### src/design/stwie_pkg.sv
`default_nettype none

package stwie_pkg;

    // table geometry and reset values
    localparam int SESSIONS_DEF = 4;
    localparam logic [15:0] REF_START = 16'h0021;
    localparam logic [39:0] TIMEOUT_RESET = 40'd120000;

    // configuration port
    localparam int ADDR_W = 4;
    localparam int DATA_W = 64;
    localparam logic REG_SERVER_SOCKET = 1'b0;
    localparam logic REG_IDLE_TIMEOUT  = 1'b1;

    // result kinds
    localparam logic KIND_REPLY  = 1'b0;
    localparam logic KIND_NOTICE = 1'b1;

    typedef enum logic [2:0] {
        CMD_OPEN      = 3'd0,
        CMD_CLOSE     = 3'd1,
        CMD_TOUCH     = 3'd2,
        CMD_SWEEP     = 3'd3,
        CMD_CLOSE_ALL = 3'd4,
        CMD_QUERY     = 3'd5,
        CMD_SLOT_INFO = 3'd6,
        CMD_LOAD_REF  = 3'd7
    } cmd_t;

    typedef enum logic [1:0] {
        STAT_OK        = 2'd0,
        STAT_NO_FREE   = 2'd1,
        STAT_NOT_FOUND = 2'd2
    } stat_t;

    typedef enum logic [2:0] {
        S_IDLE,
        S_SCAN_RD,
        S_SCAN_CHK,
        S_EMIT_RD,
        S_EMIT_OUT,
        S_REPLY_RD,
        S_REPLY
    } eng_state_t;

    typedef struct packed {
        logic [2:0]  command;
        logic [39:0] now_time;
        logic [15:0] full_ref;
        logic [7:0]  short_id;
        logic [1:0]  slot_index;
        logic [7:0]  peer_node;
        logic [7:0]  client_socket;
        logic [15:0] proto_version;
    } item_t;

    typedef struct packed {
        logic        kind;
        logic [1:0]  status;
        logic [15:0] ref_out;
        logic [7:0]  id_out;
        logic [7:0]  socket_out;
        logic [7:0]  node_out;
        logic [7:0]  wss_out;
        logic [15:0] version_out;
        logic [39:0] idle_time;
        logic        any_open;
        logic        last;
    } result_t;

    typedef struct packed {
        logic [7:0]  server_socket;
        logic [39:0] idle_timeout;
    } cfg_t;

    // one table entry as held in the slot memory
    typedef struct packed {
        logic [15:0] sref;
        logic [7:0]  node;
        logic [7:0]  wss;
        logic [15:0] version;
        logic [39:0] last_seen;
    } slot_t;

endpackage

`default_nettype wire

### src/design/stwie_cfg_regs.sv
`default_nettype none

module stwie_cfg_regs
    import stwie_pkg::*;
(
    input  wire logic              clk,
    input  wire logic              rst_n,
    input  wire logic              psel,
    input  wire logic              penable,
    input  wire logic              pwrite,
    input  wire logic [ADDR_W-1:0] paddr,
    input  wire logic [DATA_W-1:0] pwdata,
    output logic      [DATA_W-1:0] prdata,
    output logic                   pready,
    output cfg_t                   cfg
);

    logic [7:0]  server_socket_reg;
    logic [39:0] idle_timeout_reg;
    logic        wr_en;

    // registers sit on 8-byte boundaries
    assign wr_en  = psel && penable && pwrite;
    assign pready = 1'b1;

    always_ff @(posedge clk or negedge rst_n)
    begin
        if (!rst_n)
        begin
            server_socket_reg <= 8'd0;
            idle_timeout_reg  <= TIMEOUT_RESET;
        end
        else if (wr_en)
        begin
            if (paddr[3] == REG_SERVER_SOCKET)
                server_socket_reg <= pwdata[7:0];
            else
                idle_timeout_reg <= pwdata[39:0];
        end
    end

    always_comb
    begin
        if (paddr[3] == REG_SERVER_SOCKET)
            prdata = {56'd0, server_socket_reg};
        else
            prdata = {24'd0, idle_timeout_reg};
    end

    assign cfg.server_socket = server_socket_reg;
    assign cfg.idle_timeout  = idle_timeout_reg;

endmodule

`default_nettype wire

### src/design/stwie_engine.sv
`default_nettype none

module stwie_engine
    import stwie_pkg::*;
#(
    parameter int SESSIONS = SESSIONS_DEF
)
(
    input  wire logic clk,
    input  wire logic rst_n,
    input  wire logic start,
    input  item_t     item,
    input  cfg_t      cfg,
    output logic      busy,
    output logic      res_strobe,
    output result_t   res
);

    localparam int IW = (SESSIONS > 1) ? $clog2(SESSIONS) : 1;

    function automatic logic [IW-1:0] low_idx(input logic [SESSIONS-1:0] m);
        logic [IW-1:0] r;
        r = '0;
        for (int i = SESSIONS - 1; i >= 0; i--)
            if (m[i])
                r = IW'(i);
        return r;
    endfunction

    eng_state_t          state_reg, state_next;
    item_t               item_reg;
    logic [IW-1:0]       idx_reg;
    logic [SESSIONS-1:0] mask_reg;
    logic [SESSIONS-1:0] mask_next;
    logic [SESSIONS-1:0] valid_reg;
    logic [15:0]         next_ref_reg;
    slot_t               rd_data_reg;
    slot_t               slot_mem [SESSIONS];

    cmd_t                cmd;
    logic                notice_cmd;
    logic                scan_last;
    logic                slot_match;
    logic                vld;
    logic [IW-1:0]       emit_idx;
    logic [SESSIONS-1:0] emit_rest;
    logic                free_any;
    logic [IW-1:0]       free_idx;
    logic [39:0]         idle_val;
    logic                rd_en;
    logic [IW-1:0]       rd_addr;
    logic                wr_en;
    logic [IW-1:0]       wr_addr;
    slot_t               wr_data;

    assign cmd        = cmd_t'(item_reg.command);
    assign notice_cmd = (cmd == CMD_CLOSE) || (cmd == CMD_SWEEP) || (cmd == CMD_CLOSE_ALL);
    assign scan_last  = (idx_reg == IW'(SESSIONS - 1));
    assign vld        = valid_reg[idx_reg];
    assign emit_idx   = low_idx(mask_reg);
    assign emit_rest  = mask_reg & ~(SESSIONS'(1) << emit_idx);
    assign free_any   = ~&valid_reg;
    assign free_idx   = low_idx(~valid_reg);
    assign busy       = (state_reg != S_IDLE);
    assign idle_val   = (item_reg.now_time > rd_data_reg.last_seen) ?
                        (item_reg.now_time - rd_data_reg.last_seen) : 40'd0;

    // per-slot decision on the word just read
    always_comb
    begin
        unique case (cmd)
            CMD_CLOSE:
                slot_match = vld && (item_reg.full_ref != 16'd0)
                             && (rd_data_reg.sref == item_reg.full_ref)
                             && (mask_reg == '0);
            CMD_TOUCH:
                slot_match = vld && (rd_data_reg.sref[7:0] == item_reg.short_id);
            CMD_SWEEP:
                slot_match = vld && ({1'b0, item_reg.now_time} >=
                             ({1'b0, rd_data_reg.last_seen} + {1'b0, cfg.idle_timeout}));
            CMD_CLOSE_ALL:
                slot_match = vld;
            CMD_QUERY:
                slot_match = vld && (rd_data_reg.sref[7:0] == item_reg.short_id)
                             && (mask_reg == '0);
            CMD_SLOT_INFO:
                slot_match = vld && (int'(idx_reg) == int'(item_reg.slot_index));
            default:
                slot_match = 1'b0;
        endcase
        mask_next = mask_reg | (SESSIONS'(slot_match) << idx_reg);
    end

    // next state
    always_comb
    begin
        state_next = state_reg;
        unique case (state_reg)
            S_IDLE:
                if (start)
                    state_next = S_SCAN_RD;
            S_SCAN_RD:
                state_next = S_SCAN_CHK;
            S_SCAN_CHK:
                if (!scan_last)
                    state_next = S_SCAN_RD;
                else if (notice_cmd && (mask_next != '0))
                    state_next = S_EMIT_RD;
                else
                    state_next = S_REPLY_RD;
            S_EMIT_RD:
                state_next = S_EMIT_OUT;
            S_EMIT_OUT:
                state_next = (emit_rest == '0) ? S_REPLY_RD : S_EMIT_RD;
            S_REPLY_RD:
                state_next = S_REPLY;
            S_REPLY:
                state_next = S_IDLE;
            default:
                state_next = S_IDLE;
        endcase
    end

    // outputs: memory ports and result word
    always_comb
    begin
        rd_en      = 1'b0;
        rd_addr    = idx_reg;
        wr_en      = 1'b0;
        wr_addr    = idx_reg;
        wr_data    = rd_data_reg;
        res_strobe = 1'b0;
        res        = '0;
        res.any_open = |valid_reg;
        unique case (state_reg)
            S_SCAN_RD:
                rd_en = 1'b1;
            S_SCAN_CHK:
                if (cmd == CMD_TOUCH && slot_match)
                begin
                    wr_en             = 1'b1;
                    wr_data.last_seen = item_reg.now_time;
                end
            S_EMIT_RD, S_REPLY_RD:
            begin
                rd_en   = 1'b1;
                rd_addr = emit_idx;
            end
            S_EMIT_OUT:
            begin
                res_strobe      = 1'b1;
                res.kind        = KIND_NOTICE;
                res.status      = STAT_OK;
                res.ref_out     = rd_data_reg.sref;
                res.id_out      = rd_data_reg.sref[7:0];
                res.node_out    = rd_data_reg.node;
                res.wss_out     = rd_data_reg.wss;
                res.version_out = rd_data_reg.version;
                res.idle_time   = idle_val;
            end
            S_REPLY:
            begin
                res_strobe = 1'b1;
                res.kind   = KIND_REPLY;
                res.last   = 1'b1;
                res.status = STAT_OK;
                unique case (cmd)
                    CMD_OPEN:
                        if (free_any)
                        begin
                            wr_en             = 1'b1;
                            wr_addr           = free_idx;
                            wr_data.sref      = next_ref_reg;
                            wr_data.node      = item_reg.peer_node;
                            wr_data.wss       = item_reg.client_socket;
                            wr_data.version   = item_reg.proto_version;
                            wr_data.last_seen = item_reg.now_time;
                            res.ref_out       = next_ref_reg;
                            res.id_out        = next_ref_reg[7:0];
                            res.socket_out    = cfg.server_socket;
                            res.node_out      = item_reg.peer_node;
                            res.wss_out       = item_reg.client_socket;
                            res.version_out   = item_reg.proto_version;
                            res.any_open      = 1'b1;
                        end
                        else
                            res.status = STAT_NO_FREE;
                    CMD_CLOSE:
                    begin
                        res.ref_out = item_reg.full_ref;
                        res.id_out  = item_reg.full_ref[7:0];
                    end
                    CMD_TOUCH:
                        if (mask_reg != '0)
                            res.id_out = item_reg.short_id;
                        else
                            res.status = STAT_NOT_FOUND;
                    CMD_QUERY, CMD_SLOT_INFO:
                        if (mask_reg != '0)
                        begin
                            res.ref_out     = rd_data_reg.sref;
                            res.id_out      = rd_data_reg.sref[7:0];
                            res.node_out    = rd_data_reg.node;
                            res.wss_out     = rd_data_reg.wss;
                            res.version_out = rd_data_reg.version;
                            res.idle_time   = idle_val;
                        end
                        else
                            res.status = STAT_NOT_FOUND;
                    CMD_LOAD_REF:
                        res.ref_out = (item_reg.full_ref != 16'd0) ?
                                      item_reg.full_ref : next_ref_reg;
                    default:
                        res.status = STAT_OK;
                endcase
            end
            default:
                rd_en = 1'b0;
        endcase
    end

    always_ff @(posedge clk or negedge rst_n)
    begin
        if (!rst_n)
        begin
            state_reg    <= S_IDLE;
            idx_reg      <= '0;
            mask_reg     <= '0;
            valid_reg    <= '0;
            next_ref_reg <= REF_START;
        end
        else
        begin
            state_reg <= state_next;
            unique case (state_reg)
                S_IDLE:
                    if (start)
                    begin
                        idx_reg  <= '0;
                        mask_reg <= '0;
                    end
                S_SCAN_CHK:
                begin
                    mask_reg <= mask_next;
                    if (!scan_last)
                        idx_reg <= idx_reg + IW'(1);
                    else if (notice_cmd)
                        valid_reg <= valid_reg & ~mask_next;
                end
                S_EMIT_OUT:
                    mask_reg <= emit_rest;
                S_REPLY:
                begin
                    if (cmd == CMD_OPEN && free_any)
                    begin
                        valid_reg[free_idx] <= 1'b1;
                        next_ref_reg        <= next_ref_reg + 16'd1;
                    end
                    if (cmd == CMD_LOAD_REF && item_reg.full_ref != 16'd0)
                        next_ref_reg <= item_reg.full_ref;
                end
                default:
                    idx_reg <= idx_reg;
            endcase
        end
    end

    always_ff @(posedge clk)
    begin
        if (start && !busy)
            item_reg <= item;
    end

    // slot memory, one write and one registered read per cycle
    always_ff @(posedge clk)
    begin
        if (wr_en)
            slot_mem[wr_addr] <= wr_data;
        if (rd_en)
            rd_data_reg <= slot_mem[rd_addr];
    end

`ifndef NO_ASSERTIONS
    a_emit_has_work: assert property (@(posedge clk) disable iff (!rst_n)
        (state_reg == S_EMIT_OUT) |-> (mask_reg != '0))
        else $error("notice emitted with empty close mask");

    a_emit_slots_freed: assert property (@(posedge clk) disable iff (!rst_n)
        (state_reg == S_EMIT_RD) |-> ((valid_reg & mask_reg) == '0))
        else $error("slot still valid while its notice is pending");

    a_open_free_slot: assert property (@(posedge clk) disable iff (!rst_n)
        (wr_en && state_reg == S_REPLY) |-> !valid_reg[wr_addr])
        else $error("open overwrites a live session");

    a_idle_after_last: assert property (@(posedge clk) disable iff (!rst_n)
        (res_strobe && res.last) |=> !busy)
        else $error("engine still busy after final word");
`endif

endmodule

`default_nettype wire

### src/design/session_table_with_idle_expiry_top.sv
`default_nettype none

// after start is taken the engine reads and checks each slot in turn, then, for a close, sweep
// or close-all, reads and emits a notice for each matched slot, then reads and sends the reply
// a new command is taken only while busy is low, once the engine has sent the reply of the last one
// results leave through an output register for one cycle each; the receiver cannot stall
// reset (rst_n, async, active low) empties the table and sets the reference counter to 0x0021

module session_table_with_idle_expiry_top
    import stwie_pkg::*;
#(
    parameter int SESSIONS = SESSIONS_DEF
)
(
    input  wire logic              clk,
    input  wire logic              rst_n,
    // command side
    input  wire logic              start,
    input  item_t                  item,
    output logic                   busy,
    // result side
    output logic                   result_valid,
    output result_t                result,
    // configuration port
    input  wire logic              psel,
    input  wire logic              penable,
    input  wire logic              pwrite,
    input  wire logic [ADDR_W-1:0] paddr,
    input  wire logic [DATA_W-1:0] pwdata,
    output logic      [DATA_W-1:0] prdata,
    output logic                   pready
);

    cfg_t    cfg;
    logic    eng_strobe;
    result_t eng_res;
    logic    result_valid_reg;
    result_t result_reg;

    // server socket and idle timeout registers
    stwie_cfg_regs u_cfg (
        .clk     (clk),
        .rst_n   (rst_n),
        .psel    (psel),
        .penable (penable),
        .pwrite  (pwrite),
        .paddr   (paddr),
        .pwdata  (pwdata),
        .prdata  (prdata),
        .pready  (pready),
        .cfg     (cfg)
    );

    // sequencer around the slot memory: scan, then notices, then the reply
    stwie_engine #(
        .SESSIONS (SESSIONS)
    ) u_engine (
        .clk        (clk),
        .rst_n      (rst_n),
        .start      (start),
        .item       (item),
        .cfg        (cfg),
        .busy       (busy),
        .res_strobe (eng_strobe),
        .res        (eng_res)
    );

    // output register: result_valid is high for exactly one cycle per word
    always_ff @(posedge clk or negedge rst_n)
    begin
        if (!rst_n)
            result_valid_reg <= 1'b0;
        else
            result_valid_reg <= eng_strobe;
    end

    always_ff @(posedge clk)
    begin
        if (eng_strobe)
            result_reg <= eng_res;
    end

    assign result_valid = result_valid_reg;
    assign result       = result_reg;

endmodule

`default_nettype wire
### config.mk
export PLATFORM = sky130hd
export DESIGN_NAME = session_table_with_idle_expiry_top
export DESIGN_NICKNAME = d
export VERILOG_FILES = /design/src/design/stwie_pkg.sv /design/src/design/stwie_cfg_regs.sv /design/src/design/stwie_engine.sv /design/src/design/session_table_with_idle_expiry_top.sv
export SDC_FILE = /design/constraint.sdc
export NUM_CORES = 1
export LEC_CHECK = 0
export ABC_AREA = 1
export BUFFER_PORTS_ARGS = -buffer_cell sky130_fd_sc_hd__buf_2
export CAP_MARGIN = 20
export CORE_MARGIN = 5
export CORE_UTILIZATION = 45
export DETAILED_ROUTE_END_ITERATION = 8
export HOLD_SLACK_MARGIN = 0.15
export PLACE_DENSITY = 0.63
export SLEW_MARGIN = 10
export SYNTH_ARGS = -nofsm -noshare
export SYNTH_HDL_FRONTEND = slang
export SYNTH_SLANG_ARGS = --single-unit
### constraint.sdc
create_clock -name clk -period 21.1 [get_ports clk]
set_input_delay 2.11 -clock clk [delete_from_list [all_inputs] [get_ports clk]]
set_output_delay 2.11 -clock clk [all_outputs]
set_load 0.02 [all_outputs]
Word-level counts from Yosys, hierarchy flattened
Memory sizes are Yosys's and may differ from the RTL's. A register that Yosys moved wholly into a read port is not among the register bits.
Index checks and enable logic that the tools add are counted.
- flip-flop bits (word level): 288
- RAM bits: 352
- bits of input ports: 175
- output and inout bits: 176
- logic and storage cells: 181
- memories kept: 1
- add/subtract/negate cells: 4
- order comparisons: 5
- eq/ne operators: 22
- shift operators: 2
- muxes and demuxes: 65
- bitwise logic cells: 10
- reduce and logical (&&, ||, !) cells: 45
- memory list (name ; depth ; width ; read ports ; clocked after Yosys merged registers in ; wr ports ; RTL line ; text):
    u_engine.slot_mem ; 4 ; 88 ; 1 ; 1 ; 1 ; stwie_engine.sv:38 ; slot_t slot_mem [SESSIONS];
- operators with widths (cell ; number):
    $mux 88 ; 2
    $mux 40 ; 4
    $pmux 72 s2 ; 1
    $pmux 40 s2 ; 1
    $mux 72 ; 1
    $mux 64 ; 1
    $pmux 16 s4 ; 1
    $pmux 32 s2 ; 1
    $pmux 27 s2 ; 1
    $mux 16 ; 3
    $mux 48 ; 1
    $add 40x40->41 ; 1
    $ge 40x41->1 ; 1
    $gt 40x40->1 ; 1
    $sub 40x40->40 ; 1
    $mux 2 ; 16
    $pmux 8 s4 ; 1
    $mux 24 ; 1
    $eq 3x3->1 const B ; 7
    $pmux 3 s6 ; 1
    $add 16x1->16 const B ; 1
    $eq 16x16->1 ; 1
    $mux 4 ; 4
    $reduce_bool 16->1 ; 1
    40 further kinds ; 99

Longest topological paths before layout
- depth after elaboration: 13
- mapped depth: 37
- depth with buffers taken out: 37

Hierarchy
From an unflattened synthesis, not the netlist that was laid out.
- cell total of the unflattened synthesis: 3328
- area total of the unflattened synthesis: 35276.3 um2
- by module, submodules not included (module ; instances ; cells an instance ; area an instance (um2) ; seq. area each (um2)):
    stwie_engine ; 1 ; 2886 ; 29504.5 ; 16973.8
    session_table_with_idle_expiry_top ; 1 ; 110 ; 3298.2 ; 3298.2
    stwie_cfg_regs ; 1 ; 332 ; 2473.6 ; 1209.9

Least setup slack after synthesis
OpenSTA, ideal clock, no wires.
- path kind: input to register
- start point: in start
- end point: reg u_engine.item_reg, in the netlist u_engine.cmd[0] (enable)
- library setup time: 562 ps
- arrival: 6350 ps
- data required time: 20538 ps
- slack: 14188 ps
- stages on the path: 2
- path buffers: 0
- path through: inv_1 -> nor2_1
- longest elaborated chain between the ends: 1
- ends and longest elaborated chain (what ; RTL line ; text):
    start: declaration ; session_table_with_idle_expiry_top.sv:18 ; input wire logic start,
    $logic_and 1x1->1 ; stwie_engine.sv:270 ; if (start && !busy)
    end signal: assignment ; stwie_engine.sv:271 ; item_reg <= item;
    end: declaration ; stwie_engine.sv:31 ; item_t item_reg;
Every way passes these cells.
A chain may end at the register's enable or synchronous reset.

Final worst setup path
- start point: in paddr[3]
- end point: out prdata[1]
- longest elaborated chain between the ends: 1
- ends and longest elaborated chain (what ; RTL line ; text):
    start: declaration ; session_table_with_idle_expiry_top.sv:28 ; input wire logic [ADDR_W-1:0] paddr,
    $mux 40 ; stwie_cfg_regs.sv:44 ; if (paddr[3] == REG_SERVER_SOCKET)
    end: declaration ; session_table_with_idle_expiry_top.sv:30 ; output logic [DATA_W-1:0] prdata,
Every way passes these cells.

==> results.toml <==
[outcome]
outcome = "completed"

[cts]
path_clk_slew_ns = 0.06
postCtsResizedCells = 0
post_cts_buffers = 0
clockBufferDepth = 3
cts.htree.levels = 3
root_buffer = "clkbuf_16"
cts_buffers = 79
holdBufCountCts = 0
clock-sinks = 728
tritoncts = "done"
clk_latency_ns = 0.65

[timing]
maxSlewHeadroom_pct = 31.7
fin_ws_ns = 15.62
tns_ns = 0
hold_ws_ns = 0.485
rsz0062_at_grt = "no"
slew_viol_final = 0
hold_violations = 0
setup-violations-final = 0
fin_skew_ns = 0.0438
period_needed_ns = 5.48
worst_pin_slew_ns = 1.02
timing.fmax_ghz = 0.182
min_period_over_period_pct = 26.0

[drt]
wl_per_cell_um = 19.7
vias = 24580
drc = 0
routed_wl_um = 90000
firstDrtPassIters = 5
antenna_left = 0
drt-initial-drc-count = 1889
viasPerCell = 5.37

[grt]
grt_max_degree = 103
grtUsageMet3_pct = 3.35
first_global_vias = 23845
grt_pass1_wl_um = 137000
use_met1_pct = 29.4
antenna_found_initial = 0
met2_usage_pct = 35.1
overflow = 0
grt_usage_pct = 21.3
grt.busiest_layer = "met2"

[floorplanning]
ios = 351
die_area_um2 = 82600
start_util_pct = 45.5
core_area_um2 = 76100
die_y_um = 287
rows = 101
die_x_um = 287

[job]
drv_cap = 0

[setup_path]
worst-path-max-fanout = 50
worstSetupPathType = "in -> out"
worstPathArrival_ns = 3.37
cp-end-kind = "output port"
start_kind = "input pin"
r2r_slack_ns = 15.98
required_ns = 18.99

[cells_and_area]
fillerInstances = 6782
final_common_cell = "edfxtp_1"
drive_above_1_share_pct = 16.1
largest_reg_flops = 352
syn_to_final_growth_pct = 15.1
postLayoutCoreUtil_pct = 52.4
layout_common_cells = "edfxtp_1 (650), o21ai_0 (407), nand2_1 (396), inv_1 (346), nor2_1 (325)"
nets = 3781
diodes = 0

[placed_design]
gp_congestion = 0.899
port-buffer-count = 298
dp_slack_ns = 15.53
place_hpwl_um = 58800

[pwr]
seq_power_share_pct = 36.5
comb_power_share_pct = 41.0
p_int_mw = 3.69
p_switching_mw = 2.48
pwr-share-clk_pct = 22.4
p_sw_share_pct = 40.2
peakVddDrop_mv = 0.0832
p_leak_nw = 15.7
p_total_mw = 6.16
p_per_area_nw_per_um2 = 155

[yosys]
synth_edf_count = 650
async_reset_ff_share_pct = 10.7
synth_warnings = 0
synth_cell_types = 63
seq_area_frac_synth_pct = 62.1
ys.flop_type = "edfxtp_1"
synthesis.area_um2 = 34600
syn_area_per_cell_um2 = 10.8
ys_ff_latch = 728
syn_inst = 3193

[worst_hold_path]
hold_class = "reg -> reg"
worst max-delay path: stages:
cell	delay, ns
buf_2	0.70
o21ai_0	0.31
buf_2	0.24
kinds of logic (layout without fill, tap and decap cells):
kind of cell / count (synthesis) / count (layout) / synth area share [%]
multiplexers: 32 / 32 / 1.04
XOR/XNOR: 89 / 89 / 2.25
flip-flops: 728 / 728 / 62.1
other: 2 / 25 / 0.0217
AND/OR/NAND/NOR: 882 / 882 / 10.6
adder cells (fa/ha/maj): 124 / 124 / 4.52
buffers and inverters: 498 / 829 / 5.77
AO/OA/AOI/OAI: 838 / 838 / 13.8
cells in the mapped netlist (all sizes together), types with 3 or more instances:
cell type  count  area [um^2]
mux2          32          360
nand3         40          215
o22ai        117          732
clkinv         3         12.5
or2            6         37.5
o211ai         8         65.1
o221ai        47          412
nand3b         3         22.5
xor2          37          324
a221oi         3         26.3
ha           122         1530
buf           42          285
nor4          13         96.3
a21o          11         82.6
a31oi         22          138
inv          351         1320
xnor2         52          455
dfstp          9          236
clkbuf       102          383
o31ai          3         22.5
nor3          24          125
a21oi        172          880
a211oi        10         75.1
o21ai        420         2130
edfxtp       650        19500
nand2        410         1570
a21boi         6         48.8
o21a           7         52.6
nand4         17          106
a22oi          4         30.0
nor2         364         1460
dfrtp         69         1730
stage by stage:
| step | instance area (um^2) | std cells |
|---|---|---|
| 4_1_cts | 39800 | 4575 |
| 2_1_floorplan | 34700 | 3216 |
| 6_report | 39800 | 4577 |
| 5_1_grt | 39800 | 4577 |
| 3_3_place_gp | 37100 | 4429 |
| 3_5_place_dp | 37100 | 4429 |
power groups by stage:
stage / clock [mW] / sequential [mW] / combinational, mW
2_1_floorplan: 0 / 2.33 / 1.71
3_3_place_gp: 0 / 2.27 / 2.49
3_5_place_dp: 0 / 2.27 / 2.52
4_1_cts: 1.42 / 2.25 / 2.53
5_1_grt: 1.49 / 2.28 / 2.84
6_report: 1.38 / 2.25 / 2.53
area by class of cell:
class	instances	area (um^2)	share of cell area, %
Clock buffer	94	2060	5.18
Clock inverter	52	582	1.46
Sequential cell	728	21500	53.9
Timing Repair Buffer	329	1750	4.40
Inverter	354	1340	3.35
Multi-Input combinational cell	1990	11300	28.4
Tap cell	1030	1290	3.24
path summary, 6_finish.rpt:
kind                                             from                         end  depth (start not counted)
max reg2reg                 u_cfg.idle_timeout_reg[2]       u_engine.state_reg[2]                         35
min reg2reg                u_cfg.server_socket_reg[4]  u_cfg.server_socket_reg[4]                          2
max in group asynchronous                       rst_n  u_cfg.idle_timeout_reg[30]                          2
min in group asynchronous                       rst_n   u_cfg.idle_timeout_reg[2]                          1
min                        u_cfg.server_socket_reg[4]  u_cfg.server_socket_reg[4]                          2
max                                          paddr[3]                   prdata[1]                          3
per-layer routing:
layer  vias up  part of all wire (%)  wire length (um)
met1     11749                    44             39200
met4         0                   2.9              2610
met5         -                     0                 0
met3       155                   6.3              5660
met2       830                    47             42500
li1      11846                     -                 -
(Power assumes the default switching activity.)
